`src/hw/rtl/spq_uk_pkg.sv`:
```
// ----------------------------------------------------------------------------
// spq_uk_pkg
// Shared types, codes and helpers for the sorted priority queue block.
// ----------------------------------------------------------------------------
package spq_uk_pkg;

    // Number of entries the store can hold.
    localparam int CAPACITY = 16;
    localparam int IDX_W    = (CAPACITY > 1) ? $clog2(CAPACITY) : 1;
    localparam int CNT_W    = $clog2(CAPACITY + 1);
    localparam int ENTRY_W  = 32;

    typedef logic [IDX_W-1:0] idx_t;
    typedef logic [CNT_W-1:0] cnt_t;

    // Request codes carried by the mode field.
    typedef logic [1:0] mode_t;
    localparam mode_t MODE_INSERT = 2'd0;
    localparam mode_t MODE_POP    = 2'd1;
    localparam mode_t MODE_UPDATE = 2'd2;

    typedef enum logic [1:0] {
        STAT_OK        = 2'd0,
        STAT_EMPTY     = 2'd1,
        STAT_NOT_FOUND = 2'd2,
        STAT_FULL      = 2'd3
    } status_t;

    // One stored word: id in the top byte, then severity, then arrival.
    typedef struct packed {
        logic [7:0]  id;
        logic [7:0]  sev;
        logic [15:0] arr;
    } entry_t;

    typedef enum logic [3:0] {
        ST_IDLE,
        ST_INS_RD,
        ST_INS_CMP,
        ST_INS_WR,
        ST_POP_RD,
        ST_POP_HEAD,
        ST_SHF_RD,
        ST_SHF_WR,
        ST_FIND_RD,
        ST_FIND_CMP,
        ST_FINISH
    } state_t;

    // True when entry a strictly outranks entry b.
    function automatic logic outranks(entry_t a, entry_t b);
        logic res;
        if (a.sev != b.sev) begin
            res = (a.sev > b.sev);
        end else begin
            res = (a.arr < b.arr);
        end
        return res;
    endfunction

endpackage

```
`src/hw/rtl/stable_priority_queue_update_key.sv`:
```
// ----------------------------------------------------------------------------
// stable_priority_queue_update_key
// Sorted priority queue with insert, pop and severity update of an id.
// ----------------------------------------------------------------------------
// The block keeps up to CAPACITY entries in a small RAM, sorted by higher
// severity first and earlier arrival among equal severities. One request
// word enters on the s_ channel (valid/ready); exactly one result word
// leaves on the m_ channel (valid/ready) for every request.
//
// A small sequencer walks the RAM one entry at a time; each visited entry
// takes a read state and then a compare or write state, since the RAM read
// is registered. An insert walks from the tail, a pop takes the head and
// shifts the rest up, and an update does all three steps (search, close the
// gap, re-insert); each ends in the finish state that loads the result
// register. A full insert, an empty pop and the unused mode code go straight
// to that state. s_ready is high only while the sequencer is idle, so a new
// request is not taken before the sequencer has finished the last one.
//
// The result sits in an output register, so the next request is taken
// while a result still waits; that request then holds in the finish state
// until the receiver drains the earlier word. Reset (aresetn low, synchronous)
// empties the queue and drops any pending result; RAM contents are not
// cleared, since only slots below the fill count are ever read.
// ----------------------------------------------------------------------------
module stable_priority_queue_update_key (
    input  logic                  aclk,
    input  logic                  aresetn,
    input  logic                  s_valid,
    output logic                  s_ready,
    input  spq_uk_pkg::mode_t     s_mode,
    input  logic [7:0]            s_entry_id,
    input  logic [7:0]            s_severity,
    input  logic [15:0]           s_arrival,
    output logic                  m_valid,
    input  logic                  m_ready,
    output logic [1:0]            m_status,
    output logic [7:0]            m_out_id,
    output logic [7:0]            m_out_severity,
    output logic [15:0]           m_out_arrival
);

    import spq_uk_pkg::*;

    // Sequencer state and bookkeeping.
    state_t  state_reg, state_next;
    cnt_t    count_reg, count_next;
    cnt_t    idx_reg, idx_next;
    mode_t   op_reg, op_next;
    logic [7:0] key_id_reg, key_id_next;
    logic [7:0] key_sev_reg, key_sev_next;

    // Entry being placed, and the result under construction.
    entry_t  ent_reg, ent_next;
    status_t res_status_reg, res_status_next;
    entry_t  res_ent_reg, res_ent_next;

    // Output register.
    logic    m_valid_reg, m_valid_next;
    status_t m_status_reg, m_status_next;
    entry_t  m_ent_reg, m_ent_next;

    // RAM port controls.
    logic   wr_en;
    idx_t   wr_addr;
    entry_t wr_data;
    logic   rd_en;
    idx_t   rd_addr;
    entry_t rd_data;
    logic [ENTRY_W-1:0] rd_word;

    cnt_t idx_inc;
    cnt_t idx_dec;
    cnt_t count_dec;

    assign idx_inc   = idx_reg + CNT_W'(1);
    assign idx_dec   = idx_reg - CNT_W'(1);
    assign count_dec = count_reg - CNT_W'(1);
    assign rd_data   = entry_t'(rd_word);

    spq_uk_ram #(
        .DATA_W (ENTRY_W),
        .DEPTH  (CAPACITY)
    ) u_store (
        .clk     (aclk),
        .wr_en   (wr_en),
        .wr_addr (wr_addr),
        .wr_data (wr_data),
        .rd_en   (rd_en),
        .rd_addr (rd_addr),
        .rd_data (rd_word)
    );

    always_ff @(posedge aclk) begin
        if (!aresetn) begin
            state_reg   <= ST_IDLE;
            count_reg   <= '0;
            m_valid_reg <= 1'b0;
        end else begin
            state_reg   <= state_next;
            count_reg   <= count_next;
            m_valid_reg <= m_valid_next;
        end
    end

    always_ff @(posedge aclk) begin
        idx_reg        <= idx_next;
        op_reg         <= op_next;
        key_id_reg     <= key_id_next;
        key_sev_reg    <= key_sev_next;
        ent_reg        <= ent_next;
        res_status_reg <= res_status_next;
        res_ent_reg    <= res_ent_next;
        m_status_reg   <= m_status_next;
        m_ent_reg      <= m_ent_next;
    end

    always_comb begin
        state_next      = state_reg;
        count_next      = count_reg;
        idx_next        = idx_reg;
        op_next         = op_reg;
        key_id_next     = key_id_reg;
        key_sev_next    = key_sev_reg;
        ent_next        = ent_reg;
        res_status_next = res_status_reg;
        res_ent_next    = res_ent_reg;
        m_valid_next    = m_valid_reg;
        m_status_next   = m_status_reg;
        m_ent_next      = m_ent_reg;

        wr_en   = 1'b0;
        wr_addr = idx_reg[IDX_W-1:0];
        wr_data = ent_reg;
        rd_en   = 1'b0;
        rd_addr = idx_reg[IDX_W-1:0];

        s_ready = (state_reg == ST_IDLE);

        // The receiver drains the output register independently of the work.
        if (m_valid_reg && m_ready) begin
            m_valid_next = 1'b0;
        end

        unique case (state_reg)
            ST_IDLE: begin
                if (s_valid) begin
                    op_next         = s_mode;
                    key_id_next     = s_entry_id;
                    key_sev_next    = s_severity;
                    ent_next        = '{id: s_entry_id, sev: s_severity, arr: s_arrival};
                    res_status_next = STAT_OK;
                    res_ent_next    = '0;
                    idx_next        = '0;
                    unique case (s_mode)
                        MODE_INSERT: begin
                            if (count_reg == CNT_W'(CAPACITY)) begin
                                res_status_next = STAT_FULL;
                                state_next      = ST_FINISH;
                            end else if (count_reg == '0) begin
                                state_next = ST_INS_WR;
                            end else begin
                                idx_next   = count_dec;
                                state_next = ST_INS_RD;
                            end
                        end
                        MODE_POP: begin
                            if (count_reg == '0) begin
                                res_status_next = STAT_EMPTY;
                                state_next      = ST_FINISH;
                            end else begin
                                state_next = ST_POP_RD;
                            end
                        end
                        MODE_UPDATE: begin
                            state_next = ST_FIND_RD;
                        end
                        default: begin
                            // The spare mode code is accepted and does nothing.
                            state_next = ST_FINISH;
                        end
                    endcase
                end
            end

            // Insertion walks from the tail toward the head, moving every
            // entry that the new one outranks down by one slot.
            ST_INS_RD: begin
                rd_en      = 1'b1;
                state_next = ST_INS_CMP;
            end

            ST_INS_CMP: begin
                wr_en   = 1'b1;
                wr_addr = idx_inc[IDX_W-1:0];
                if (outranks(ent_reg, rd_data)) begin
                    wr_data = rd_data;
                    if (idx_reg == '0) begin
                        state_next = ST_INS_WR;
                    end else begin
                        idx_next   = idx_dec;
                        state_next = ST_INS_RD;
                    end
                end else begin
                    wr_data    = ent_reg;
                    count_next = count_reg + CNT_W'(1);
                    state_next = ST_FINISH;
                end
            end

            ST_INS_WR: begin
                wr_en      = 1'b1;
                wr_data    = ent_reg;
                count_next = count_reg + CNT_W'(1);
                state_next = ST_FINISH;
            end

            ST_POP_RD: begin
                rd_en      = 1'b1;
                state_next = ST_POP_HEAD;
            end

            ST_POP_HEAD: begin
                res_ent_next = rd_data;
                idx_next     = CNT_W'(1);
                state_next   = ST_SHF_RD;
            end

            // Close the gap: move every entry behind the removed one up a slot.
            ST_SHF_RD: begin
                if (idx_reg >= count_reg) begin
                    count_next = count_dec;
                    if (op_reg == MODE_POP) begin
                        state_next = ST_FINISH;
                    end else if (count_dec == '0) begin
                        idx_next   = '0;
                        state_next = ST_INS_WR;
                    end else begin
                        idx_next   = count_dec - CNT_W'(1);
                        state_next = ST_INS_RD;
                    end
                end else begin
                    rd_en      = 1'b1;
                    state_next = ST_SHF_WR;
                end
            end

            ST_SHF_WR: begin
                wr_en      = 1'b1;
                wr_addr    = idx_dec[IDX_W-1:0];
                wr_data    = rd_data;
                idx_next   = idx_inc;
                state_next = ST_SHF_RD;
            end

            // Search from the head for the first entry with the requested id.
            ST_FIND_RD: begin
                if (idx_reg >= count_reg) begin
                    res_status_next = STAT_NOT_FOUND;
                    state_next      = ST_FINISH;
                end else begin
                    rd_en      = 1'b1;
                    state_next = ST_FIND_CMP;
                end
            end

            ST_FIND_CMP: begin
                idx_next = idx_inc;
                if (rd_data.id == key_id_reg) begin
                    ent_next   = '{id: rd_data.id, sev: key_sev_reg, arr: rd_data.arr};
                    state_next = ST_SHF_RD;
                end else begin
                    state_next = ST_FIND_RD;
                end
            end

            ST_FINISH: begin
                if (!m_valid_reg || m_ready) begin
                    m_valid_next  = 1'b1;
                    m_status_next = res_status_reg;
                    m_ent_next    = res_ent_reg;
                    state_next    = ST_IDLE;
                end
            end

            default: begin
                state_next = ST_IDLE;
            end
        endcase
    end

    assign m_valid        = m_valid_reg;
    assign m_status       = m_status_reg;
    assign m_out_id       = m_ent_reg.id;
    assign m_out_severity = m_ent_reg.sev;
    assign m_out_arrival  = m_ent_reg.arr;

endmodule

```
`src/hw/rtl/spq_uk_ram.sv`:
```
// ----------------------------------------------------------------------------
// spq_uk_ram
// Generic single-write, single-read RAM with a registered read port.
// ----------------------------------------------------------------------------
module spq_uk_ram #(
    parameter int DATA_W = 32,
    parameter int DEPTH  = 16,
    parameter int ADDR_W = (DEPTH > 1) ? $clog2(DEPTH) : 1
) (
    input  logic              clk,
    input  logic              wr_en,
    input  logic [ADDR_W-1:0] wr_addr,
    input  logic [DATA_W-1:0] wr_data,
    input  logic              rd_en,
    input  logic [ADDR_W-1:0] rd_addr,
    output logic [DATA_W-1:0] rd_data
);

    logic [DATA_W-1:0] mem [DEPTH];

    always_ff @(posedge clk) begin
        if (wr_en) begin
            mem[wr_addr] <= wr_data;
        end
        if (rd_en) begin
            rd_data <= mem[rd_addr];
        end
    end

endmodule
```
`config.mk`:
```
export PLATFORM = sky130hd
export DESIGN_NAME = stable_priority_queue_update_key
export DESIGN_NICKNAME = d
export VERILOG_FILES = /design/src/hw/rtl/spq_uk_pkg.sv /design/src/hw/rtl/stable_priority_queue_update_key.sv /design/src/hw/rtl/spq_uk_ram.sv
export SDC_FILE = /design/constraint.sdc
export NUM_CORES = 1
export LEC_CHECK = 0
export BUFFER_PORTS_ARGS = -buffer_cell sky130_fd_sc_hd__buf_4
export CORE_UTILIZATION = 32
export CTS_CLUSTER_SIZE = 25
export DETAILED_ROUTE_END_ITERATION = 7
export GPL_ROUTABILITY_DRIVEN = 0
export PLACE_DENSITY = 0.46
export REMOVE_ABC_BUFFERS = 1
export SLEW_MARGIN = 20
export SYNTH_ARGS = -nofsm -noshare
export SYNTH_HDL_FRONTEND = slang
export SYNTH_SLANG_ARGS = --single-unit
```
`constraint.sdc`:
```
create_clock -name aclk -period 11.7 [get_ports aclk]
set_input_delay 0.585 -clock aclk [delete_from_list [all_inputs] [get_ports aclk]]
set_output_delay 0.585 -clock aclk [all_outputs]
set_load 0.01 [all_outputs]
```
==> results.json, run 1 <==
{
  "setup_viol": 0,
  "ys_types": 56,
  "grt_usage_pct": 16.2,
  "post-cts-setup-buffers": 0,
  "cts-root-buf": "clkbuf_16",
  "portBuffers": 73,
  "hold_buffers": 0,
  "layout.cells.non_filler": 2649,
  "syn_avg_cell_area_um2": 20.4,
  "largest_reg_flops": 512,
  "fmax_mhz": 242,
  "ir_worst_vdd_v": 0.000190,
  "hpwlAfterDp_um": 37500,
  "grt_max_degree": 136,
  "synth-main-ff-cell": "edfxtp_1",
  "clock-sinks": 677,
  "endpoint_kind": "flop",
  "drc": 0,
  "r2r_start": "idx_reg[2]",
  "final_cell_mix": "edfxtp_1, mux4_2, buf_4",
  "synth_warnings": 0,
  "clk_pin_slew_ps": 60,
  "routed_via_density": 4.94,
  "status": "complete, no violations",
  "syn_to_final_growth_pct": 16.6,
  "ys_ff_latch": 677,
  "fin_area_um2": 31700,
  "top_register": "u_store.mem",
  "drtIter0Drc": 1063,
  "core_um2": 83800,
  "crit_fanout": 32,
  "dr.pass1.iters": 5,
  "synthesis.instances": 1332,
  "start_util_pct": 32.4,
  "rows": 106,
  "seq_area_frac_synth_pct": 74.4,
  "nNetsFinal": 1532,
  "min-delay-start": "s_severity[5]",
  "clockBufferDepth": 3,
  "ioPinCount": 74,
  "wirelength_um": 68400,
  "p_per_area_nw_per_um2": 254,
  "startpoint": "idx_reg[2]",
  "grt_pass1_vias": 14100,
  "arrival_ps": 4380,
  "antenna_found_initial": 1,
  "slew_headroom_pct": 24.1,
  "hold_viol_final": 0,
  "final_common_cell": "edfxtp_1",
  "path_cells": "buf_4, ha_1, a21oi_1, a21oi_1, a211oi_2, o21ai_0, o21a_1, o32ai_4, buf_4",
  "crit_type": "flop to flop",
  "fin_skew_ps": 31.9,
  "grt_setup_unrepaired": "no",
  "max_stage_delay_ps": 920,
  "placed_cells": 2512,
  "setup_tns_ps": 0,
  "p_leak_nw": 10.1,
  "wl_per_cell_um": 25.8,
  "r2r_slack_ps": 7580,
  "numCtsBuffers": 75,
  "crit_slowest_cell": "edfxtp_1",
  "grt_pass1_wl_um": 100000,
  "dpl_cell_area_um2": 29300,
  "diodes": 0,
  "finalCritPeriodShare_pct": 35.2,
  "async_flop_share_pct": 0,
  "fp.dieH_um": 293,
  "slew_violations": 0,
  "crit_buf_inv": 2,
  "cp-start-kind": "flop",
  "grt_overflow": 0,
  "num_vias": 13100,
  "insertion_delay_ps": 630,
  "crit_family": "compound AO/OA/AOI/OAI gates",
  "drive_gt1_share_pct": 29.8,
  "cts_max_level": 3,
  "period_minus_slack_ps": 4120,
  "cap_violations": 0,
  "synth_area_um2": 27200,
  "die-area_um2": 86100,
  "die_w_um": 293,
  "worst_slew_pin_slew_ps": 1140,
  "cts_resized": 0,
  "synth_edf_count": 667,
  "cp_data_required_time_ps": 11950,
  "postRouteAntennaNets": 0,
  "cts_tree": "yes",
  "holdCritPathClass": "input pin to flop"
}
[through the flow]
stage | total power [W] | hold WS [ps] | util (%) | setup WS (ps)
floorplan | 0.00515 | 400 | - | 2760
global placement | 0.00585 | 403 | 34.9 | 7480
detailed placement | 0.00585 | 405 | 34.9 | 7520
CTS | 0.00816 | 105 | 37.8 | 7500
global route | 0.00842 | 123 | 37.8 | 7330
finish | 0.00804 | 139 | 37.8 | 7580
[per-layer routing]
layer | vias up | wire, um | global-route usage, %
li1 | 5709 | - | -
met2 | 279 | 33700 | 26.6
met4 | 2 | 1370 | 4.79
met5 | - | 12 | 0
met3 | 84 | 2830 | 2.59
met1 | 7021 | 30500 | 22.2
[power breakdown]
part	switching, W	internal (W)
clock	0.000974	0.00131
combinational	0.00137	0.000919
sequential	0.000146	0.00332
total	0.00249	0.00555
[cell usage after synthesis, types with 10 or more instances]
| cell type | n | area (um^2) |
|---|---|---|
| mux2_2 | 19 | 214 |
| clkbuf_1 | 32 | 120 |
| xnor2_1 | 19 | 166 |
| edfxtp_1 | 667 | 20000 |
| mux4_2 | 160 | 3600 |
| buf_1 | 12 | 45.0 |
| and2_1 | 11 | 68.8 |
| nor2_1 | 38 | 143 |
| a21oi_1 | 17 | 85.1 |
| dfxtp_1 | 10 | 200 |
| nand2_1 | 52 | 195 |
| ha_1 | 39 | 488 |
| mux2_4 | 30 | 450 |
| nor3_1 | 31 | 155 |
| o21ai_0 | 38 | 190 |
| inv_1 | 40 | 150 |
[cell families after synthesis]
| family | share of synthesized area, % |
|---|---|
| fa+ha+maj | 1.80 |
| compound gates | 2.56 |
| buf+inv | 1.55 |
| xor+xnor | 0.645 |
| simple gates | 3.18 |
| mux | 15.8 |
| flops | 74.4 |
[worst register-to-register path, delay by kind of cell, from the launching register on]
family / cells / cell delay [ps]
AO/OA/AOI/OAI: 6 / 1210
buffers and inverters: 2 / 1190
flip-flops: 1 / 920
adder cells (fa/ha/maj): 1 / 400
[path summary, 6_finish.rpt]
kind / end / cells after the start
setup / recovery: u_store.rd_data[7] / 9
hold / removal: key_sev_reg[5] / 1
setup reg to reg: u_store.rd_data[7] / 9
hold reg to reg: m_out_arrival[5] / 0
[area by class of cell]
cell class | instances | area (um^2)
multi-input cells | 556 | 6690
well taps | 1134 | 1420
fillers | 7712 | 52200
flip-flops and latches | 677 | 20200
inverters | 40 | 150
repair buffers | 105 | 805
clock buffers | 92 | 1960
clock inverters | 45 | 412
No activity file was read; power rests on OpenSTA's default activity.
==> run 2: changes to the inputs <==
--- a/config.mk
+++ b/config.mk
@@ -10,7 +10,7 @@
 export CTS_CLUSTER_SIZE = 25
 export DETAILED_ROUTE_END_ITERATION = 7
 export GPL_ROUTABILITY_DRIVEN = 0
-export PLACE_DENSITY = 0.46
+export PLACE_DENSITY = 0.48
 export REMOVE_ABC_BUFFERS = 1
 export SLEW_MARGIN = 20
 export SYNTH_ARGS = -nofsm -noshare
==> constraint.sdc (replaced) <==
create_clock -name aclk -period 3.6 [get_ports aclk]
set_input_delay 0.18 -clock aclk [delete_from_list [all_inputs] [get_ports aclk]]
set_output_delay 0.18 -clock aclk [all_outputs]
set_load 0.01 [all_outputs]
==> results.json, run 2 (same netlist as run 1, synthesis figures left out) <==
{
  "portBuffers": 73,
  "syn_to_final_growth_pct": 19.8,
  "grt_use_met2_pct": 25.0,
  "start_util_pct": 32.4,
  "setup_tns_ps": 0,
  "nNetsFinal": 1602,
  "grt_util_met3_pct": 3.18,
  "ioPinCount": 74,
  "placed_cells": 2547,
  "p_leak_nw": 10.5,
  "clock-sinks": 677,
  "crit_family": "simple AND/OR/NAND/NOR gates",
  "finalCritPeriodShare_pct": 88.6,
  "holdCritPathClass": "input pin to flop",
  "fp.dieH_um": 293,
  "path_cells": "nand2b_4, or3_1, nor3_1, a31oi_1, xnor2_1, nand2b_1, nor2_4, buf_12",
  "pre_cts_slack_ps": 460,
  "final_cell_mix": "edfxtp_1, mux4_2, buf_4",
  "arrival_ps": 3500,
  "worst_slew_pin_slew_ps": 1030,
  "crit_fanout": 16,
  "fmax_mhz": 314,
  "fin_skew_ps": 27.3,
  "cts_max_level": 3,
  "diodes": 0,
  "busiest_layer": "met2",
  "ir_worst_vdd_v": 0.000431,
  "hold_viol_final": 0,
  "dr.pass1.iters": 5,
  "grt_overflow": 0,
  "setup_ws_ps": 412,
  "grt_setup_unrepaired": "no",
  "period_minus_slack_ps": 3190,
  "grt_pass1_wl_um": 99300,
  "crit_type": "flop to flop",
  "postRouteAntennaNets": 0,
  "crit_buf_inv": 1,
  "drtIter0Drc": 1400,
  "routed_via_density": 5.00,
  "insertion_delay_ps": 620,
  "cts-root-buf": "clkbuf_16",
  "die-area_um2": 86100,
  "slew_violations": 0,
  "grt_max_degree": 72,
  "grt_use_met1_pct": 23.3,
  "antenna_found_initial": 2,
  "clockBufferDepth": 3,
  "clk_pin_slew_ps": 60,
  "grt_usage_pct": 16.2,
  "top_register": "u_store.mem",
  "drc": 0,
  "die_w_um": 293,
  "max_stage_delay_ps": 630,
  "grt_pass1_vias": 13800,
  "p_per_area_nw_per_um2": 812,
  "cap_violations": 0,
  "rows": 106,
  "slew_headroom_pct": 31.4,
  "setup_viol": 0,
  "largest_reg_flops": 512,
  "layout.cells.non_filler": 2718,
  "num_vias": 13600,
  "wirelength_um": 69100,
  "numCtsBuffers": 75,
  "core_um2": 83800,
  "drive_gt1_share_pct": 30.9,
  "cts_tree": "yes",
  "wl_per_cell_um": 25.4,
  "endpoint_kind": "flop",
  "hpwlAfterDp_um": 40800,
  "crit_slowest_cell": "dfxtp_1",
  "status": "complete, no violations",
  "final_common_cell": "edfxtp_1",
  "cp-start-kind": "flop",
  "cp_data_required_time_ps": 3910
}
run 2: cell types whose count changed in the layout (fill, tap and decap cells not counted), moves of 3 or more:
cell / delta
clkbuf_8: +3
dlygate4sd3_1: +35
buf_4: +18
clkinv_1: -5
buf_12: +18
run 2: metrics by stage:
step	util (%)	hold WS [ps]	cell area, um^2	total power, W
final	38.8	119	32500	0.0264
after global routing	38.8	117	32500	0.0277
after CTS	38.8	58.6	32500	0.0268
after detailed placement	35.5	371	29800	0.0191
after global placement	35.5	371	29800	0.0191
after floorplan	-	279	26900	0.0164
run 2: worst paths after layout:
path | start | endpoint | slack [ps] | depth (start not counted)
worst max-delay path | state_reg[1] | u_store.mem[11][1] | 410 | 8
worst min-delay path | s_valid | state_reg[2] | 120 | 5
worst max register to register | state_reg[1] | u_store.mem[11][1] | 410 | 8
worst min register to register | res_ent_reg[9] | m_out_arrival[9] | 410 | 0
run 2: tightest hold or removal path: cells and delay by family:
family                 cells  cell delay, ps
AOI/OAI and AO/OA          2             250
buffers and inverters      2             170
and+or+nand+nor            1              80
run 2: area by class of cell:
class                           instances  area, um^2
Fill cell                            7640       51300
Sequential cell                       677       20200
Multi-Input combinational cell        556        6680
Clock buffer                           95        2000
Timing Repair Buffer                  175        1640
Tap cell                             1134        1420
Clock inverter                         41         417
Inverter                               40         150
run 2: power by group:
group,switching (W),total (W),internal [W]
Clock,0.00311,0.00757,0.00446
Combinational,0.00451,0.00766,0.00316
Sequential,0.000424,0.0112,0.0108
Total,0.00804,0.0264,0.0184
run 2: per-layer routing:
metal,up-vias,part of all wire [%],wire (um)
li1,5852,-,-
met1,7239,45,31400
met2,405,47,32200
met3,96,5.9,4050
met4,0,2.1,1420
met5,-,0,0
run 2: what timing repair did:
action | in CTS | in global routing
setup buffers | 0 | 0
resized for setup | 0 | 0
hold buffers | 35 | 0
hold endpoints to repair | 59 | 0
